### src/hdl/swdik_pkg.sv
// Shared types, constants and tables for the swerve drive inverse kinematics block.
// Depends on nothing; used by the top level and the speed scaler.
package swdik_pkg;

    localparam int TURN_UNITS    = 25000;
    localparam int HALF_UNITS    = 12500;
    localparam int QUARTER_UNITS = 6250;
    localparam int ANG_HALF      = 8388608;
    localparam int ANG_FULL      = 16777216;

    localparam logic [2:0] REG_OFFSET_X = 3'd0;
    localparam logic [2:0] REG_OFFSET_Y = 3'd1;
    localparam logic [2:0] REG_RPM      = 3'd2;
    localparam logic [2:0] REG_MID_FL   = 3'd3;
    localparam logic [2:0] REG_MID_RL   = 3'd4;
    localparam logic [2:0] REG_MID_RR   = 3'd5;
    localparam logic [2:0] REG_MID_FR   = 3'd6;

    localparam int PROD_W = 41;
    localparam int QUOT_W = 14;

    // The speed scale 256000000 is 2^14 times 15625; the quotient by 15625 is
    // exact for every 27-bit numerator with this reciprocal and a shift by 41.
    localparam int SPEED_SHIFT = 14;
    localparam int RECIP_IN_W  = PROD_W - SPEED_SHIFT;
    localparam int RECIP_W     = 28;
    localparam int RECIP_SHIFT = 41;
    localparam logic [RECIP_W-1:0] SPEED_RECIP = 28'd140737489;

    typedef logic signed [14:0] pos_t;
    typedef logic signed [16:0] unit_t;
    typedef logic signed [26:0] cvec_t;

    typedef struct packed {
        logic                start;
        logic [PROD_W-1:0]   dividend;
    } div_req_t;

    typedef struct packed {
        logic                done;
        logic [QUOT_W-1:0]   quotient;
    } div_rsp_t;

    function automatic logic [21:0] atan_val(input logic [4:0] i);
        logic [21:0] r;
        case (i)
            5'd0:    r = 22'd2097152;
            5'd1:    r = 22'd1238021;
            5'd2:    r = 22'd654136;
            5'd3:    r = 22'd332050;
            5'd4:    r = 22'd166669;
            5'd5:    r = 22'd83416;
            5'd6:    r = 22'd41718;
            5'd7:    r = 22'd20860;
            5'd8:    r = 22'd10430;
            5'd9:    r = 22'd5215;
            5'd10:   r = 22'd2608;
            5'd11:   r = 22'd1304;
            5'd12:   r = 22'd652;
            5'd13:   r = 22'd326;
            5'd14:   r = 22'd163;
            5'd15:   r = 22'd81;
            5'd16:   r = 22'd41;
            5'd17:   r = 22'd20;
            5'd18:   r = 22'd10;
            5'd19:   r = 22'd5;
            5'd20:   r = 22'd3;
            5'd21:   r = 22'd1;
            5'd22:   r = 22'd1;
            default: r = 22'd0;
        endcase
        return r;
    endfunction

    function automatic unit_t wrap_turn(input unit_t v);
        unit_t r;
        if (v > 17'sd12500)
            r = v - 17'sd25000;
        else if (v < -17'sd12500)
            r = v + 17'sd25000;
        else
            r = v;
        return r;
    endfunction

endpackage

### src/hdl/swdik_divider.sv
// Division by the fixed speed scale: a shift and a reciprocal multiplication.
// Depends on swdik_pkg for widths and the reciprocal.
module swdik_divider
    import swdik_pkg::*;
(
    input  logic     clk,
    input  logic     rst_n,
    input  div_req_t req,
    output div_rsp_t rsp
);

    logic [RECIP_IN_W-1:0]         num_reg, num_next;
    logic [QUOT_W-1:0]             q_reg, q_next;
    logic                          busy_reg, busy_next;
    logic                          done_reg, done_next;
    logic [RECIP_IN_W+RECIP_W-1:0] prod;

    always_comb
    begin
        prod      = num_reg * SPEED_RECIP;
        num_next  = num_reg;
        q_next    = q_reg;
        busy_next = 1'b0;
        done_next = 1'b0;
        if (req.start)
        begin
            num_next  = req.dividend[PROD_W-1:SPEED_SHIFT];
            busy_next = 1'b1;
        end
        else if (busy_reg)
        begin
            q_next    = prod[RECIP_SHIFT +: QUOT_W];
            done_next = 1'b1;
        end
    end

    always_ff @(posedge clk or negedge rst_n)
    begin
        if (!rst_n)
        begin
            busy_reg <= 1'b0;
            done_reg <= 1'b0;
        end
        else
        begin
            busy_reg <= busy_next;
            done_reg <= done_next;
        end
    end

    always_ff @(posedge clk)
    begin
        num_reg <= num_next;
        q_reg   <= q_next;
    end

    assign rsp.done     = done_reg;
    assign rsp.quotient = q_reg;

endmodule

### config.mk
export PLATFORM = sky130hd
export DESIGN_NAME = swdik_divider
export DESIGN_NICKNAME = d
export VERILOG_FILES = /design/src/hdl/swdik_pkg.sv /design/src/hdl/swdik_divider.sv
export SDC_FILE = /design/constraint.sdc
export NUM_CORES = 1
export LEC_CHECK = 0
export BUFFER_PORTS_ARGS = -buffer_cell sky130_fd_sc_hd__buf_4
export CORE_MARGIN = 5
export CORE_UTILIZATION = 30
export DETAILED_ROUTE_END_ITERATION = 16
export PLACE_DENSITY = 0.53
export SYNTH_ARGS = -nofsm -noshare
export SYNTH_HDL_FRONTEND = slang
export SYNTH_SLANG_ARGS = --single-unit
export TNS_END_PERCENT = 30
### constraint.sdc
create_clock -name clk -period 18.2 [get_ports clk]
set_clock_uncertainty 0.15 [all_clocks]
set_input_delay 3.64 -clock clk [delete_from_list [all_inputs] [get_ports clk]]
set_output_delay 3.64 -clock clk [all_outputs]
set_load 0.005 [all_outputs]
==> results.toml <==
[status]
outcome = "finished, final reports clean"

[routing]
wl_per_cell_um = 17.74
antenna_left = 0
wl_met3_mm = 1.170
wl_mm = 32.65
top_layer = "met4"
via_per_inst = 4.499
drt_first_iter_violations = 407
route.met2.wl_mm = 15.66
wl_met1_mm = 15.36
num_vias = 8283
first_pass_iters = 4
drc = 0

[yosys]
synthTopCellsByArea = "fa_1 (38%), ha_1 (26%), inv_1 (12%)"
syn_inst = 1257
yosys_warnings = 0
synth_nets = 1809
synth-seq-cells = 43
netlist.area_leader.share_pct = 38.18
synthArstFlopShare_pct = 4.651
synth_edf_count = 41
syn_area_um2 = 12850
synth_area_leader_cell = "fa_1"
ys_seq_area_share_pct = 9.973
synth.distinct_cells = 62
synthFlopType = "edfxtp_1"
avgSynthCellArea_um2 = 10.22

[layout]
final_common_cell = "inv_1"
fin_area_um2 = 13940
largest_reg_flops = 27
area_growth_pct = 8.493
num-fill-cells = 4281
layout-drive-gt1-share_pct = 5.991
final_cell_mix = "inv_1 (421), ha_1 (263), fa_1 (245)"
diodes = 0
nNetsFinal = 1853

[worst_hold_path]
hold_start = "busy_reg"
min_to = "done_reg"
hold_path_class = "flop to flop"
worstHoldPathCells = 2

[timing]
tns_ns = 0
timing.hold.ws_ns = 0.5745
layout_setup_ws_ns = 10.87
worstMarginPinSlew_ns = 0.6696
rsz0062_at_grt = "false"
slew_headroom_pct = 55.36
setup_viol = 0
max_freq_mhz = 136.5
period_share_pct = 40.27
timing.final.hold_violations = 0
maxSlewViolCount = 0
period_needed_ns = 7.329

[clocking]
cts_tree = "yes"
clock_latency_ns = 0.32
cts_buffer_depth = 2
cts_root_buf = "clkbuf_16"
post_cts_resized = 0
cts_sinks = 43
cts_setup_buffers = 0
cts-buffers-inserted = 5
hold_buffers = 0
clkTransAtPathRegs_ns = 0.08
h-tree-depth = 2

[critical_path]
reg2reg_from = "num_reg[9]"
crit_arrival_ns = 7.24
end_kind = "flop"
cp.required_ns = 18.11
reg2reg_slack_ns = 10.87
ff2ff_path_depth = 21
cp_max_fo = 7
critPathKind = "flop to flop"
regToRegEndpoint = "q_reg[12]"
worst_setup_path_start_kind = "flop"

[global_route]
grt_remaining_overflow = 0
grt_usage_pct = 14.60
grt_pass1_wl_mm = 53.14
grt_pass1_vias = 9270
antenna_found_initial = 0
grt_max_degree = 30

[floorplanning]
io_pins = 59
die_y_um = 216.9
die_area_um2 = 47060
fp.coreArea_um2 = 42130
die_x_um = 216.9
start_util_pct = 30.49
row_count = 75

[placement]
hpwl_mm = 28.86
placed_cell_area_um2 = 13790
pre_cts_slack_ns = 10.91
place_congestion = 0.8776
port-buffer-count = 44

[job]
cap_violations = 0
-- routing by layer --
layer,vias up,global-route usage [%]
li1,4014,-
met1,4119,20.58
met2,132,24.41
met3,18,1.918
met4,0,2.760
met5,-,0
-- cell families after synthesis --
logic type	Yosys count	synth area share (%)
AOI/OAI and AO/OA	141	7.314
xor gates and xnor gates	19	1.295
adders and majority gates	508	63.79
buffers and inverters	429	12.87
DFF	43	9.973
and+or+nand+nor	117	4.762
-- final cells by class --
class                      count  area [um^2]  share of cell area, %
tap                          539        674.4                  4.838
clock buffer                   5        125.1                 0.8977
sequential                    43         1281                  9.192
clock inverter                 3        26.28                 0.1885
inverter                     421         1580                  11.34
multi-input combinational    785         9913                  71.12
timing repair buffer          45        337.8                  2.424
-- how the worst max path moves through the flow --
stage / start / endpoint / slack, ns / cells past startpoint
after floorplan: num_reg[6] / q_reg[12] / 11.86 / 21
after detailed placement: num_reg[9] / q_reg[12] / 10.91 / 21
after CTS: num_reg[9] / q_reg[12] / 10.90 / 21
final: num_reg[9] / q_reg[12] / 10.87 / 21
after global placement: num_reg[9] / q_reg[12] / 10.90 / 21
after global routing: num_reg[9] / q_reg[12] / 10.63 / 21
-- cells in the mapped netlist (2+ instances only) --
cell type and number:
a31oi_1 2, or2_2 6, xor2_1 12, o21ai_1 3
nand2_1 34, nand4_2 2, o41ai_1 2, o31ai_1 4
and3_2 2, o211ai_1 2, o221ai_1 2, o21ai_0 25
xnor2_1 7, clkbuf_8 2, inv_1 421, nand3_1 8
nor2_1 29, dfrtp_1 2, ha_1 263, nor2b_1 2
edfxtp_1 41, nor4_1 2, nor3_2 2, o41ai_2 3
a211oi_1 7, nor3_1 8, o21bai_1 5, nand3_2 2
nand4_1 11, a21o_1 16, a211o_1 2, o21a_1 5
buf_4 2, a21oi_1 47, fa_1 245, a221oi_1 3
-- stage by stage --
step | utilization [%] | instances
floorplan | - | 1257
global placement | 32.72 | 1833
detailed placement | 32.72 | 1833
CTS | 33.08 | 1841
global route | 33.08 | 1841
finish | 33.08 | 1841
-- critical path, stage by stage, from the launching register on --
cell	delay, ns
edfxtp_1	0.67
inv_1	0.13
fa_1	0.60
inv_1	0.11
fa_1	0.49
fa_1	0.52
inv_1	0.05
fa_1	0.49
inv_1	0.05
fa_1	0.51
fa_1	0.50
inv_1	0.07
fa_1	0.56
inv_1	0.07
ha_1	0.34
a21oi_1	0.21
o21ai_1	0.10
a32o_1	0.29
a2111oi_1	0.60
o21ba_2	0.32
o41ai_2	0.10
xor2_1	0.15
Power is left out: the tool's default activity adds up to more than one toggle a clock period on the data nets, which glitch-free logic cannot reach.
